File: config.mk
export PLATFORM = sky130hd
export DESIGN_NAME = quadrature_detent_decoder_core
export DESIGN_NICKNAME = d
export VERILOG_FILES = /design/src/design/qdd_pkg.sv /design/src/design/qdd_in_reg.sv /design/src/design/qdd_decode.sv /design/src/design/quadrature_detent_decoder_core.sv
export VERILOG_INCLUDE_DIRS = /design/src /design/src/design
export SDC_FILE = /design/constraint.sdc
export NUM_CORES = 1
export LEC_CHECK = 0
export BUFFER_PORTS_ARGS = -buffer_cell sky130_fd_sc_hd__clkbuf_2
export CAP_MARGIN = 20
export CORE_AREA = 2 2 153 80
export CTS_CLUSTER_SIZE = 30
export DETAILED_ROUTE_END_ITERATION = 8
export DIE_AREA = 0 0 155 82
export GPL_TIMING_DRIVEN = 0
export PLACE_DENSITY = 0.66
export REMOVE_ABC_BUFFERS = 1
export SYNTH_ARGS = -nofsm -noshare
export SYNTH_HDL_FRONTEND = slang
export SYNTH_SLANG_ARGS = --single-unit
File: constraint.sdc
create_clock -name i_clk -period 4.3 [get_ports i_clk]
set_input_delay 0.43 -clock i_clk [delete_from_list [all_inputs] [get_ports i_clk]]
set_output_delay 0.43 -clock i_clk [all_outputs]
set_load 0.02 [all_outputs]
File: src/design/quadrature_detent_decoder_core_defines.svh
// ----------------------------------------------------------------------------
// Quadrature detent decoder assertion macros
// Shared concurrent assertion forms, disabled while the active-low reset is low.
// ----------------------------------------------------------------------------
`ifndef QUADRATURE_DETENT_DECODER_CORE_DEFINES_SVH
`define QUADRATURE_DETENT_DECODER_CORE_DEFINES_SVH

// same-cycle implication
`define QDD_ASSERT_NOW(label, clk, rst_n, ante, cons, msg) \
    label: assert property (@(posedge clk) disable iff (!rst_n) (ante) |-> (cons)) \
        else $error(msg);

// next-cycle implication
`define QDD_ASSERT_NEXT(label, clk, rst_n, ante, cons, msg) \
    label: assert property (@(posedge clk) disable iff (!rst_n) (ante) |=> (cons)) \
        else $error(msg);

`endif

File: src/design/qdd_pkg.sv
// ----------------------------------------------------------------------------
// Quadrature detent decoder package
// Beat types, register indexes and the quadrature transition table.
// ----------------------------------------------------------------------------
package qdd_pkg;

    localparam int CFG_IDX_W  = 2;
    localparam int CFG_DATA_W = 16;
    localparam int IN_DATA_W  = 8;
    localparam int OUT_DATA_W = 24;

    localparam logic [CFG_IDX_W-1:0] REG_IDLE_CLEAR = 2'd0;
    localparam logic [CFG_IDX_W-1:0] REG_NEGATE     = 2'd1;

    localparam logic [15:0] IDLE_CLEAR_RESET = 16'd3000;

    localparam logic REQ_SCAN = 1'b0;
    localparam logic REQ_READ = 1'b1;

    localparam logic signed [15:0] COUNT_MAX = 16'sh7FFF;
    localparam logic signed [15:0] COUNT_MIN = 16'sh8000;

    typedef struct packed {
        logic req_type;
        logic pin_a;
        logic pin_b;
    } t_item;

    typedef struct packed {
        logic signed [2:0]  sub_steps;
        logic signed [1:0]  detent_step;
        logic signed [15:0] detent_count;
    } t_result;

    typedef struct packed {
        logic [15:0] idle_clear_scans;
        logic        negate_direction;
    } t_cfg;

    // index = {prev A, prev B, cur A, cur B}
    localparam logic signed [1:0] STEP_TABLE [16] = '{
         2'sd0,  2'sd1, -2'sd1,  2'sd0,
        -2'sd1,  2'sd0,  2'sd0,  2'sd1,
         2'sd1,  2'sd0,  2'sd0, -2'sd1,
         2'sd0, -2'sd1,  2'sd1,  2'sd0
    };

endpackage

File: src/design/qdd_in_reg.sv
// ----------------------------------------------------------------------------
// Quadrature detent decoder input register
// Holds one request beat until the decode stage takes it.
// ----------------------------------------------------------------------------
module qdd_in_reg (
    input  logic           i_clk,
    input  logic           i_rst_n,
    input  logic           s_axis_tvalid,
    output logic           s_axis_tready,
    input  logic [7:0]     s_axis_tdata,   // [0] pin_a, [1] pin_b, [7:2] zero
    input  logic           s_axis_tuser,   // [0] req_type
    input  logic           i_take,
    output logic           o_valid,
    output qdd_pkg::t_item o_item
);
    import qdd_pkg::*;

    logic  r_valid;
    t_item r_item;

    assign s_axis_tready = !r_valid || i_take;
    assign o_valid       = r_valid;
    assign o_item        = r_item;

    always_ff @(posedge i_clk) begin
        if (!i_rst_n) begin
            r_valid <= 1'b0;
        end else if (s_axis_tready) begin
            r_valid <= s_axis_tvalid;
        end
    end

    always_ff @(posedge i_clk) begin
        if (s_axis_tvalid && s_axis_tready) begin
            r_item.req_type <= s_axis_tuser;
            r_item.pin_a    <= s_axis_tdata[0];
            r_item.pin_b    <= s_axis_tdata[1];
        end
    end

endmodule

File: src/design/qdd_decode.sv
// ----------------------------------------------------------------------------
// Quadrature detent decoder state and decode
// Transition lookup, sub-step and detent accumulation, idle residue clear, read-and-clear.
// ----------------------------------------------------------------------------
`include "quadrature_detent_decoder_core_defines.svh"

module qdd_decode (
    input  logic             i_clk,
    input  logic             i_rst_n,
    input  logic             i_fire,
    input  qdd_pkg::t_item   i_item,
    input  qdd_pkg::t_cfg    i_cfg,
    output qdd_pkg::t_result o_result
);
    import qdd_pkg::*;

    logic [1:0]         r_prev;
    logic [1:0]         n_prev;
    logic               r_primed;
    logic               n_primed;
    logic signed [2:0]  r_sub;
    logic signed [2:0]  n_sub;
    logic signed [15:0] r_detent;
    logic signed [15:0] n_detent;
    logic [15:0]        r_idle;
    logic [15:0]        n_idle;

    logic [1:0]         cur;
    logic signed [1:0]  q;
    logic signed [3:0]  sum;
    logic [15:0]        idle_inc;
    logic signed [15:0] read_val;

    assign cur = {i_item.pin_a, i_item.pin_b};
    assign q   = STEP_TABLE[{r_prev, cur}];
    assign sum = {r_sub[2], r_sub} + {{2{q[1]}}, q};
    assign idle_inc = (r_idle == 16'hFFFF) ? r_idle : r_idle + 16'd1;

    always_comb begin
        if (!i_cfg.negate_direction) begin
            read_val = r_detent;
        end else if (r_detent == COUNT_MIN) begin
            read_val = COUNT_MAX;
        end else begin
            read_val = -r_detent;
        end
    end

    always_comb begin
        n_prev   = r_prev;
        n_primed = r_primed;
        n_sub    = r_sub;
        n_detent = r_detent;
        n_idle   = r_idle;
        o_result.detent_count = '0;
        o_result.detent_step  = '0;
        if (i_item.req_type == REQ_READ) begin
            o_result.detent_count = read_val;
            n_detent = '0;
        end else if (!r_primed) begin
            n_primed = 1'b1;
            n_prev   = cur;
        end else begin
            n_prev = cur;
            n_sub  = sum[2:0];
            if (sum == 4'sd4) begin
                n_sub = '0;
                o_result.detent_step = 2'sd1;
                if (r_detent != COUNT_MAX) begin
                    n_detent = r_detent + 16'sd1;
                end
            end else if (sum == -4'sd4) begin
                n_sub = '0;
                o_result.detent_step = -2'sd1;
                if (r_detent != COUNT_MIN) begin
                    n_detent = r_detent - 16'sd1;
                end
            end
            if (q != 2'sd0) begin
                n_idle = '0;
            end else if (n_sub != 3'sd0) begin
                if (idle_inc >= i_cfg.idle_clear_scans) begin
                    n_sub  = '0;
                    n_idle = '0;
                end else begin
                    n_idle = idle_inc;
                end
            end
        end
        o_result.sub_steps = n_sub;
    end

    always_ff @(posedge i_clk) begin
        if (!i_rst_n) begin
            r_prev   <= '0;
            r_primed <= 1'b0;
            r_sub    <= '0;
            r_detent <= '0;
            r_idle   <= '0;
        end else if (i_fire) begin
            r_prev   <= n_prev;
            r_primed <= n_primed;
            r_sub    <= n_sub;
            r_detent <= n_detent;
            r_idle   <= n_idle;
        end
    end

    `QDD_ASSERT_NOW(a_sub_range, i_clk, i_rst_n, 1'b1, r_sub != 3'b100, "residue out of range")
    `QDD_ASSERT_NOW(a_unprimed_clean, i_clk, i_rst_n, !r_primed, (r_sub == 3'sd0) && (r_idle == 16'd0), "state moved before priming")
    `QDD_ASSERT_NEXT(a_read_clears, i_clk, i_rst_n, i_fire && (i_item.req_type == REQ_READ), r_detent == 16'sd0, "read did not clear count")
    `QDD_ASSERT_NEXT(a_read_keeps_sub, i_clk, i_rst_n, i_fire && (i_item.req_type == REQ_READ), $stable(r_sub) && $stable(r_idle), "read touched residue")

endmodule

File: src/design/quadrature_detent_decoder_core.sv
// ----------------------------------------------------------------------------
// Quadrature detent decoder core
// x4 quadrature decode into detents, with read-and-clear of the detent count.
//
//   channel | direction | beat contents
//   s_axis  | in        | tuser req_type, tdata {pin_b, pin_a}
//   m_axis  | out       | tdata {sub_steps, detent_step, detent_count}
//   cfg     | in        | index, 16-bit data, always ready
//
// One beat per cycle sustained while m_axis does not stall; each beat passes the
// input register, then decode into the result register.
// A result waits in the output register while the next beat sits in the
// input register; a stall on m_axis backs up to s_axis through that register.
// Reset (synchronous, active low) clears handshake state, decoder state and
// the registers to their defaults; no clearing pass.
// ----------------------------------------------------------------------------
`include "quadrature_detent_decoder_core_defines.svh"

module quadrature_detent_decoder_core (
    input  logic        i_clk,
    input  logic        i_rst_n,
    input  logic        s_axis_tvalid,
    output logic        s_axis_tready,
    input  logic [7:0]  s_axis_tdata,   // [0] pin_a, [1] pin_b, [7:2] zero
    input  logic        s_axis_tuser,   // [0] req_type
    output logic        m_axis_tvalid,
    input  logic        m_axis_tready,
    output logic [23:0] m_axis_tdata,   // [15:0] detent_count, [17:16] detent_step,
                                        // [20:18] sub_steps, [23:21] zero
    input  logic        i_cfg_valid,
    output logic        o_cfg_ready,
    input  logic [1:0]  i_cfg_index,
    input  logic [15:0] i_cfg_data
);
    import qdd_pkg::*;

    logic    item_valid;
    t_item   item;
    logic    take;
    t_result result;
    t_cfg    r_cfg;
    logic    r_out_valid;
    t_result r_out;

    assign take = item_valid && (!r_out_valid || m_axis_tready);

    qdd_in_reg u_in_reg (
        .i_clk         (i_clk),
        .i_rst_n       (i_rst_n),
        .s_axis_tvalid (s_axis_tvalid),
        .s_axis_tready (s_axis_tready),
        .s_axis_tdata  (s_axis_tdata),
        .s_axis_tuser  (s_axis_tuser),
        .i_take        (take),
        .o_valid       (item_valid),
        .o_item        (item)
    );

    qdd_decode u_decode (
        .i_clk    (i_clk),
        .i_rst_n  (i_rst_n),
        .i_fire   (take),
        .i_item   (item),
        .i_cfg    (r_cfg),
        .o_result (result)
    );

    assign o_cfg_ready = 1'b1;

    always_ff @(posedge i_clk) begin
        if (!i_rst_n) begin
            r_cfg.idle_clear_scans <= IDLE_CLEAR_RESET;
            r_cfg.negate_direction <= 1'b0;
        end else if (i_cfg_valid) begin
            if (i_cfg_index == REG_IDLE_CLEAR) begin
                r_cfg.idle_clear_scans <= i_cfg_data;
            end
            if (i_cfg_index == REG_NEGATE) begin
                r_cfg.negate_direction <= i_cfg_data[0];
            end
        end
    end

    always_ff @(posedge i_clk) begin
        if (!i_rst_n) begin
            r_out_valid <= 1'b0;
        end else if (!r_out_valid || m_axis_tready) begin
            r_out_valid <= item_valid;
        end
    end

    always_ff @(posedge i_clk) begin
        if (take) begin
            r_out <= result;
        end
    end

    assign m_axis_tvalid = r_out_valid;
    assign m_axis_tdata  = {3'b000, r_out};

    `QDD_ASSERT_NEXT(a_take_loads_out, i_clk, i_rst_n, take, r_out_valid, "taken beat lost")
    `QDD_ASSERT_NOW(a_stall_no_take, i_clk, i_rst_n, r_out_valid && !m_axis_tready, !take, "decode ran over a held result")

endmodule
Yosys cells after proc, flatten, opt, wreduce, memory -nomap -nowiden
Memories as Yosys holds them, arrays and structs flattened.
Cells that the tools add are included.
Word-level totals
  memory bits (read-only): 32
  register bits after elaboration: 81
  memory bits (writable): 0
  output and inout bits: 27
  bits in latches: 0
  memories: 1
Memory list
  (name not given): depth 16, bits a word 2, rd ports 1, clocked after memory_dff 0, wr ports 0, RTL line qdd_decode.sv:35  | assign q = STEP_TABLE[{r_prev, cur}];
Operators by class
  add/subtract/negate cells: 5
  muxes and demuxes: 25
  $lt $le $gt $ge: 2
  shifts and indexed selects: 0
  equality and inequality tests: 8
  $mul: 0
  bitwise logic cells: 3
  divide/modulo/power cells: 0
  reduce and logical (&&, ||, !) cells: 20
Operators with widths (count)
  two-way mux 16 bit: 12
  == test 16 bit, second input constant: 2
  != test 16 bit, second input constant: 2
  two-way mux 3 bit: 9
  adder 16 x 1 -> 16 bit, second input constant: 1
  adder 16 x 2 -> 16 bit, second input constant: 1
  greater-or-equal comparator 16 bit: 1
  negator 16 bit: 1
  subtractor 16 x 2 -> 16 bit, second input constant: 1
  nonzero test 3 bit: 3
  two-way mux 2 bit: 3
  AND reduction 2 bit: 3
  nonzero test 2 bit: 3
  greater-or-equal comparator 5 bit, second input constant: 1
  NOT 4 -> 5 bit: 1
  AND reduction 5 bit: 1
  adder 3 x 2 -> 4 bit: 1
  == test 4 x 3 -> 1 bit, second input constant: 1
  == test 4 bit, second input constant: 1
  AND reduction 4 bit: 1
  != test 3 bit, second input constant: 1
  OR reduction 3 bit: 1
  == test 2 x 1 -> 1 bit, second input constant: 1
  logical AND 1 bit: 2
  other kinds (6): 9

Longest topological paths before layout
Gate-level depths: netlist of run 1.
  depth in word-level cells: 15
  mapped depth: 17
  mapped depth without buffers: 16

Modules after synthesis
A second synthesis of run 1 with hierarchy kept.
Second synthesis, totals
  cell total of the unflattened synthesis: 626
  area total of the unflattened synthesis: 5375.2 um^2
Modules (own cells, without submodules)
  qdd_decode: cells an instance 513, area an instance 3786.1 um^2, seq. area each 760.7 um^2, instances 1
  quadrature_detent_decoder_core: cells an instance 105, area an instance 1441.4 um^2, seq. area each 991.0 um^2, instances 1
  qdd_in_reg: cells an instance 8, area an instance 147.6 um^2, seq. area each 110.1 um^2, instances 1

Worst setup path after synthesis of run 1
Ideal clock, no wire load.
  kind: flip-flop to flip-flop
  start: register u_in_reg.r_item (netlist bit u_in_reg.o_item[0])
  end: register u_decode.r_detent[15]
  stages on the path, launching flop included: 15
  data required time: 4180 ps
  clock period less this slack: 4363 ps
  arrival: 4243 ps
  buffers on the path: 0
  slack: -63 ps
  cells stage by stage: edfxtp_1 ha_1 mux4_2 fa_1 nor2_1 nand2b_1 nand2b_1 ha_1 a211oi_1 o21a_1 a21oi_1 o31a_1 xnor2_1 and3_1 a211o_1
On the way
  word-level cells in the longest chain between the ends: 9
RTL lines
  start: declaration: RTL line qdd_in_reg.sv:19  | t_item r_item;
  NOT 4 -> 5 bit (not written as such) (*): RTL line qdd_decode.sv:35
  memory read (16 x 2 bit) (*)
  two-way mux 2 bit (not written as such) (*) (2 in a row): RTL line qdd_decode.sv:35
  adder 3 x 2 -> 4 bit (*): RTL line qdd_decode.sv:36  | assign sum = {r_sub[2], r_sub} + {{2{q[1]}}, q};
  == test 4 bit: RTL line qdd_decode.sv:66  | if (sum == 4'sd4) begin
  two-way mux 16 bit: RTL line qdd_decode.sv:66
  two-way mux 16 bit: RTL line qdd_decode.sv:60  | end else if (!r_primed) begin
  two-way mux 16 bit: RTL line qdd_decode.sv:57  | if (i_item.req_type == REQ_READ) begin
  end signal: assignment: RTL line qdd_decode.sv:104  | r_detent <= n_detent;
  end: declaration: RTL line qdd_decode.sv:23  | logic signed [15:0] r_detent;
Every way passes the cells marked *; elsewhere a longest branch is shown, timed or not. The select of a mux whose other input is x is not followed.
A chain may end at the register's enable or synchronous reset.

Final worst setup path of run 1
  start: register u_in_reg.r_item (netlist bit u_in_reg.o_item[1])
  end: register u_decode.r_detent[15]
The elaborated chain is that of the path after synthesis.

==> run summary, run 1 <==
Of all flip-flops after synthesis, the portion carrying an async set or reset was 0%. The xor and xnor area share after synthesis is 6.52%, and the wire length of the first global-routing pass is 21.4 mm. The number of buffers inserted during clock tree synthesis is 9, and the critical path data arrival time is 4.50 ns.

Synthesis handed over a netlist of 566 instances. Number of pins exceeding their max-slew limit in the final report: 0. The most critical setup path has its startpoint at u_in_reg.o_item[1]. The die width is 155 µm.

The tools report the total count of hold-check failures in the final report as 0. The die span in y is 82 µm. After synthesis, the mean cell area works out to 8.94 µm². Setup violations remaining at the end of the flow were counted as 0.

After clock tree synthesis, the clock-pin slew on the worst setup and hold paths is 0.06 ns. The number of port buffers is 48, and the overall power after layout is 0.00188 W. The run gives 12700 µm² as the die area.

Based on the critical path, the design can be clocked at up to 234 MHz. Global routing used 5.65% of the available met3 tracks. Combined flip-flop and latch cell area: 1860 µm².

The post-cts hold buffer count is 0, and the number of ports placed on the die boundary is 59. The slack of the worst reg-to-reg path is 0.03 ns. The cell family contributing the most delay on the critical path is adder cells. The DRC violation total after the first TritonRoute iteration came out at 399. The slowest cell on the critical path is sky130_fd_sc_hd__fa_2. Between clock sinks in the finished design, the worst skew comes to 0.00724 ns.

The flow ran to the end, and the final reports show no timing, DRC or antenna violations. The critical path goes through inv_1, ha_4, xor3_2, ha_4, fa_2, nor2_4, nand2b_4, nand2b_4, ha_2, nand2_2, a211o_1, a21oi_2, o31a_1, xnor2_1, and3_1, a211o_1. The clock net in this run drives a total of 81 sinks.

The area growth from synthesis to layout is 20.7%. The number of warnings printed during yosys synthesis was 0. After synthesis, the share of cell area in mux cells is 2.32%. After detailed routing, the average wire length per cell comes to 18.4 µm.

The floorplan step defined a core boundary enclosing 11500 µm². The worst setup path is launched from a register. The fraction of layout instances using a drive strength above 1 came out at 21.1%.

Measured on the finished design, the core utilization comes to 53.4%. Sequential elements use 36.8% of the synthesized area. The multi-input logic area was 3210 µm²; the initial core utilization was 44.2%. The remaining antenna violation count after routing is 0. Entering global routing, the biggest net connects 35 pins. For the number of maximum-capacitance constraint violations, the log shows 0. The layout has 1035 filler cells. After routing, the total negative slack on setup checks comes to 0 ns.

Largest fanout of any net on the critical path: 6. The critical path class was register to register. The biggest cell delay along the critical path works out to 0.50 ns. Across every metal layer, demand over resource in global routing totals 22.2%.

The adder-cell share of the synthesized area works out to 11.2%. The run gives 0.35 ns as the insertion delay of the later-clocked pin in the worst-skew pair. For this run, design rule violations remaining after detail routing come to 0. The most congested layer reported by global routing was met1.

Setup repair after global routing could not meet its margin everywhere. By area, the combinational part of the netlist is dominated by compound AO/OA/AOI/OAI gates. For this run, global-route usage on met1 was measured as 35.9%.

In this run the number of H-tree levels came out at 3. In this run the worst hold path is classified as input pin to register. Subtracting the final worst setup slack from the clock period gives 4.27 ns. Detailed placement finished with a half-perimeter wire length of 9.94 mm. The flop and latch count out of synthesis works out to 81. At the pin with the least slew margin, the transition time is 0.826 ns.

The run gives 7 as the first-pass iteration count of the detailed router. TritonCTS built the clock tree. VDD sags by at most 192 µV.

The worst register-to-register path begins at u_in_reg.o_item[1]. In this run the power density over the cells is 307 nW/µm². The final critical path takes up 99.3% of the cycle.

The area fraction in and, or, nand and nor cells after synthesis is 18.1%. CTS root buffer: sky130_fd_sc_hd__clkbuf_16. The tools report the kind of capture point of the worst setup path as a register. For this run, the leading register cell type out of synthesis is sky130_fd_sc_hd__dfxtp_1. The run gives 4.53 ns as the data required time at the worst endpoint.

The row count was 28; the compound-gate portion of the synthesized area was 20.3%. Number of nets in the finished design: 693. The routed layout has 4496 vias. For the leakage power of the design, the log shows 2.53 nW. Dividing the detail-routed via count by the number of cells gives 5.82.

The number of flops mapped to enable cells by yosys is 24, and the remaining global-route overflow is 0. Counting along the longest clock path gives a buffer depth of 2. Wires add up to 14.2 mm. The via count of the first global-routing pass is 3902.

Initial antenna violation count: 0. Counting distinct cell types in the post-synthesis netlist gives 59. For met2 alone, demand over resource in global routing was 27.7%. In this run the most critical hold path is launched from s_axis_tuser. For the worst slew slack as a fraction of its limit, the log shows 44.5%. The sum of buffers and inverters on the critical path is 1. The cell area that synthesis handed to floorplanning was 5060 µm². The final antenna diode count is 0, and the routability congestion estimate from global placement is 0.879.
-- stage by stage --
stage / hold WS (ns) / setup WS [ns] / cells / area [µm²]
6_report: 0.256 / 0.0306 / 772 / 6110
5_1_grt: 0.248 / -0.126 / 772 / 6110
4_1_cts: 0.249 / -0.0210 / 760 / 5800
3_5_place_dp: 0.448 / -0.817 / 738 / 5410
3_3_place_gp: 0.445 / -0.626 / 735 / 5360
2_1_floorplan: 0.436 / -0.0630 / 537 / 4930
-- power breakdown --
| part | total (W) | switching [W] | leakage [nW] | internal, W |
|---|---|---|---|---|
| combinational | 0.000237 | 0.000137 | 1.68 | 0.0000994 |
| clock | 0.000821 | 0.000313 | 0.150 | 0.000508 |
| sequential | 0.000817 | 0.0000132 | 0.693 | 0.000804 |
-- placed cells by master, fill, tap and decap left out, drive strengths merged, types with 7 or more instances in the layout --
cell	synthesis	layout
nand2	64	64
clkbuf	23	59
dfxtp	57	57
ha	42	42
a21oi	40	40
nor2	38	38
inv	26	27
edfxtp	24	24
o21ai	21	21
xnor2	20	20
buf	8	20
a22o	15	15
xor2	15	15
a21boi	14	14
nor3	13	13
nand3	12	12
o211ai	11	11
a22oi	10	10
nand4	9	9
and3	7	7
a211oi	7	7
-- worst reg2reg max path: cells and delay by family, from the launching register on --
kind                     cells  cell delay, ns
XOR/XNOR                     2            0.54
flip-flops                   1            0.41
AO/OA/AOI/OAI                4            0.90
AND/OR/NAND/NOR              5            0.80
buffers and inverters        1            0.14
adder cells (fa/ha/maj)      4            1.37
-- state kept, by name, indices dropped and copies added (netlist names) --
signal	flops
u_decode.r_prev	2
u_decode.r_idle	16
u_decode.r_primed	1
u_in_reg.o_valid	1
m_axis_tvalid	1
u_decode.r_detent	16
u_decode.r_sub	3
r_cfg	17
u_in_reg.o_item	3
m_axis_tdata	21
-- layer usage --
layer  wire [µm]  vias up  part of all wire, %
met5           0        -                    0
met4         158        0                  1.1
met3        1420       12                   10
met2        5230      218                   37
met1        7360     2128                   52
li1            -     2138                    -
-- worst paths after layout --
path	end	depth (start not counted)
max reg2reg	u_decode.r_detent[15]	16
min reg2reg	r_cfg[15]	2
min	u_in_reg.o_item[2]	1
max	u_decode.r_detent[15]	16
-- cells by family after synthesis --
logic type / count (synthesis)
simple gates: 185
xor+xnor: 36
flops: 81
fa+ha+maj: 44
buf+inv: 58
mux: 10
compound gates: 150
other cells: 2
-- cell type report --
type / instances / area share (%)
multi-input combinational: 430 / 52.5
sequential: 81 / 30.5
timing repair buffer: 68 / 7.23
clock buffer: 11 / 3.81
tap: 150 / 3.07
inverter: 27 / 1.66
clock inverter: 5 / 1.29
-- timing repair --
| item | in CTS | in global routing |
|---|---|---|
| endpoints found under the setup margin | 13 | 8 |
| endpoints found under the hold margin | 0 | 0 |
| cloned | 0 | 1 |
| resized for setup | 8 | 36 |
| pin swaps | 1 | 6 |
| buffers inserted | 6 | 10 |
-- cells in the mapped netlist, types with 11 or more instances --
library cell | instances | area, µm²
sky130_fd_sc_hd__o211ai_1 | 11 | 82.6
sky130_fd_sc_hd__edfxtp_1 | 24 | 721
sky130_fd_sc_hd__nor3_1 | 12 | 60.1
sky130_fd_sc_hd__o21ai_0 | 20 | 100
sky130_fd_sc_hd__a22o_1 | 15 | 131
sky130_fd_sc_hd__clkbuf_1 | 23 | 86.3
sky130_fd_sc_hd__nand3_1 | 12 | 60.1
sky130_fd_sc_hd__dfxtp_1 | 57 | 1140
sky130_fd_sc_hd__nand2_1 | 64 | 240
sky130_fd_sc_hd__xor2_1 | 15 | 131
sky130_fd_sc_hd__a21boi_0 | 14 | 105
sky130_fd_sc_hd__ha_1 | 42 | 526
sky130_fd_sc_hd__a21oi_1 | 40 | 200
sky130_fd_sc_hd__xnor2_1 | 20 | 175
sky130_fd_sc_hd__inv_1 | 26 | 97.6
sky130_fd_sc_hd__nor2_1 | 38 | 143
Note: power is estimated with default switching activity, not from simulation.
==> run 2, diff against run 1 <==
--- a/config.mk
+++ b/config.mk
@@ -7,12 +7,10 @@
 export NUM_CORES = 1
 export LEC_CHECK = 0
-export BUFFER_PORTS_ARGS = -buffer_cell sky130_fd_sc_hd__clkbuf_2
-export CAP_MARGIN = 20
 export CORE_AREA = 2 2 153 80
 export CTS_CLUSTER_SIZE = 30
 export DETAILED_ROUTE_END_ITERATION = 8
 export DIE_AREA = 0 0 155 82
+export DONT_BUFFER_PORTS = 1
 export GPL_TIMING_DRIVEN = 0
-export PLACE_DENSITY = 0.66
 export REMOVE_ABC_BUFFERS = 1
 export SYNTH_ARGS = -nofsm -noshare
==> constraint.sdc (replaced) <==
create_clock -name i_clk -period 4.3 [get_ports i_clk]
set_input_delay 0.215 -clock i_clk [delete_from_list [all_inputs] [get_ports i_clk]]
set_output_delay 0.215 -clock i_clk [all_outputs]
set_load 0.02 [all_outputs]
==> run 2 against run 1 <==
Net effect: total power is 0.53% higher; global-route usage decreased by 0.63 points; clock skew is 0.00076 ns lower; combinational power fell by 10%.
==> run summary, run 2 (synthesis gave the netlist of run 1 again) <==
The flow ran to the end, and the final reports show no timing, DRC or antenna violations. 0 antenna diodes ended up in the layout. For the routability congestion estimate from global placement, the log shows 0.906.

At the pin with the least slew margin, the transition time is 0.983 ns. The critical path data arrival time is 4.47 ns, and the number of buffers inserted during clock tree synthesis is 9. The total count of hold-check failures in the final report is 0, and the number of flip-flops under the largest register name is 21.

The clock drives 81 sinks. The run gives 4.52 ns as the data required time at the worst endpoint. Once placement completed, the tool counted placed cells totaling 690. The most congested layer reported by global routing was met1.

CTS built an H-tree with a depth of 3. Number of stages on the worst hold path: 2. TritonCTS built the clock tree. Commonest non-fill, non-tap cell in the layout: sky130_fd_sc_hd__nand2_1.

The clock-pin slew on the worst setup and hold paths came out at 0.06 ns. For the wire length of the first global-routing pass, the log shows 20.9 mm. For the count of non-filler cells in the finished layout, the log shows 731. For the leakage power of the design, the log shows 2.39 nW. The remaining antenna violation count after routing was 0. In the final design database the tool counted 652 nets.

For this run, global-route usage on met1 was measured as 34.7%. Setup violations remaining at the end of the flow were counted as 0. The HPWL after detailed placement is 9.71 mm. The aggregate negative setup slack came out at 0 ns. The worst-case hold slack came out at 0.00614 ns.

Global routing used 21.6% of the available tracks across all layers. For this run, global-route usage on met3 was measured as 5.49%. The die span in y was 82 µm.

The class of the tightest hold or removal check is input pin to register. Summed over all layers, the global routing overflow is 0. The die covers 12700 µm². The CTS root buffer was sky130_fd_sc_hd__clkbuf_16. The worst setup path is launched from a register.

Max-cap violations in this run came to 0. Between clock sinks in the finished design, the worst skew comes to 0.00648 ns. 59 I/O pins were placed. The number of remaining DRC errors is 0, and the met2 track utilization from global routing is 27.9%. The final layout contains routed wiring with a total length of 13.7 mm. The worst setup path is captured at a register. Derived from the worst setup path, the maximum achievable clock frequency is 235 MHz. The DRC violation total after the first TritonRoute iteration is 283. Setup repair after global routing could not meet its margin everywhere.

During placement, the flow inserted port buffers numbering 0. After layout, the design draws a total of 0.00189 W. The fraction of layout instances using a drive strength above 1 was 16.9%; the detailed-route via count was 4204.

For the slack of the worst reg-to-reg path, the log shows 0.05 ns. For this run, the detailed router's first-pass iteration total came to 5. Area growth from synthesis to layout: 19.4%.

The post-route fraction of the period consumed by the critical path came out at 98.9%. Beginning of the worst hold path: s_axis_tvalid. The run gives 34.0% as the worst slew slack as a fraction of its limit. After layout, the minimum clock period comes to 4.25 ns. IR analysis of the VDD net gives a maximum drop of 244 µV. The number of pins exceeding their max-slew limit in the final report came out at 0.

The area inside the core boundary is 11500 µm². The initial antenna violation count is 0, and the largest fanout of any net on the critical path is 5. The via count normalized by instance count is 5.75. The run gives 28 as the row count. The worst register-to-register path ends at u_decode.r_detent[15]. The number of cells on the worst reg-to-reg path is 17.

For the initial core utilization, the log shows 44.2%. For this design the ratio of total power to cell area is 312 nW/µm². The endpoint of the worst hold-timing path is u_in_reg.o_valid.

Counting the fill cells in the layout gives 1040. Entering global routing, the biggest net connects 35 pins. The clock reaches the later pin of the worst-skew pair after 0.33 ns.

The run gives 3804 as the via count of the first global-routing pass. The library cells used most frequently in the layout, excluding fill and tap cells, are sky130_fd_sc_hd__nand2_1, sky130_fd_sc_hd__dfxtp_1, sky130_fd_sc_hd__nor2_1. Tracing the worst setup path back leads to its startpoint at u_in_reg.o_item[0].

The wire length per cell came out at 18.7 µm. The worst register-to-register path begins at u_in_reg.o_item[0]. The worst setup path is of the register to register kind.

The die is 155 µm wide. For the maximum buffer depth of the clock tree, the log shows 2.
==> run 2: changes by cell type in the layout (fill, tap and decap cells not counted), sizes merged <==
cell	delta
dlygate4sd3	+4
clkinvlp	-1
bufinv	-1
clkbuf	-46
buf	+3
==> run 2: critical path, cell delays in order, from the launching register on <==
cell and delay [ns]:
sky130_fd_sc_hd__edfxtp_1 0.45, sky130_fd_sc_hd__inv_2 0.12, sky130_fd_sc_hd__ha_4 0.21, sky130_fd_sc_hd__xor3_2 0.43, sky130_fd_sc_hd__ha_4 0.20, sky130_fd_sc_hd__fa_2 0.49
sky130_fd_sc_hd__nor2_4 0.21, sky130_fd_sc_hd__nand2b_4 0.10, sky130_fd_sc_hd__nand2b_4 0.23, sky130_fd_sc_hd__buf_6 0.16, sky130_fd_sc_hd__ha_2 0.18, sky130_fd_sc_hd__a21oi_2 0.14
sky130_fd_sc_hd__o21a_2 0.23, sky130_fd_sc_hd__a21oi_4 0.09, sky130_fd_sc_hd__o31a_1 0.33, sky130_fd_sc_hd__xnor2_2 0.14, sky130_fd_sc_hd__and3_1 0.18, sky130_fd_sc_hd__a211o_1 0.26
==> run 2: final cells by class <==
| type | instances | area, µm² | area share (%) |
|---|---|---|---|
| clock buffer | 13 | 293 | 4.85 |
| clock inverter | 3 | 41.3 | 0.683 |
| inverter | 27 | 101 | 1.68 |
| multi-input combinational | 430 | 3310 | 54.8 |
| sequential | 81 | 1860 | 30.8 |
| tap | 150 | 188 | 3.11 |
| timing repair buffer | 27 | 244 | 4.04 |
==> run 2: worst max path at each step <==
stage / endpoint / slack, ns
floorplan: u_decode.r_detent[15] / -0.06
global placement: u_decode.r_detent[15] / -0.67
detailed placement: u_decode.r_detent[15] / -0.88
CTS: u_decode.r_detent[15] / 0.01
global route: u_decode.r_detent[15] / -0.07
finish: u_decode.r_detent[15] / 0.05
==> run 2: per-stage QoR <==
step	util, %	worst slack (ns)	area, µm²
floorplan	-	-0.0630	4930
global placement	44.7	-0.675	5120
detailed placement	45.2	-0.884	5170
CTS	49.3	0.0111	5640
global route	52.7	-0.0747	6040
finish	52.7	0.0487	6040
==> run 2: power by group <==
group          switching, W  total [W]  internal (W)  leakage [nW]
clock              0.000308   0.000844      0.000536         0.166
sequential        0.0000238   0.000828      0.000804         0.693
combinational      0.000121   0.000213     0.0000919          1.53
total              0.000453    0.00189       0.00143          2.39
==> run 2: per-layer routing <==
metal,wire [µm],vias up
met4,136,0
met5,0,-
met2,4990,152
met3,1090,14
met1,7430,1982
li1,-,2056
==> run 2: timing repair <==
| action | CTS | global route |
|---|---|---|
| endpoints found under the hold margin | 10 | 0 |
| endpoints found under the setup margin | 14 | 20 |
| setup buffers | 7 | 13 |
| hold buffers | 4 | 0 |
| gates resized for setup | 10 | 52 |
| gates cloned | 0 | 1 |
| pin swaps | 1 | 17 |
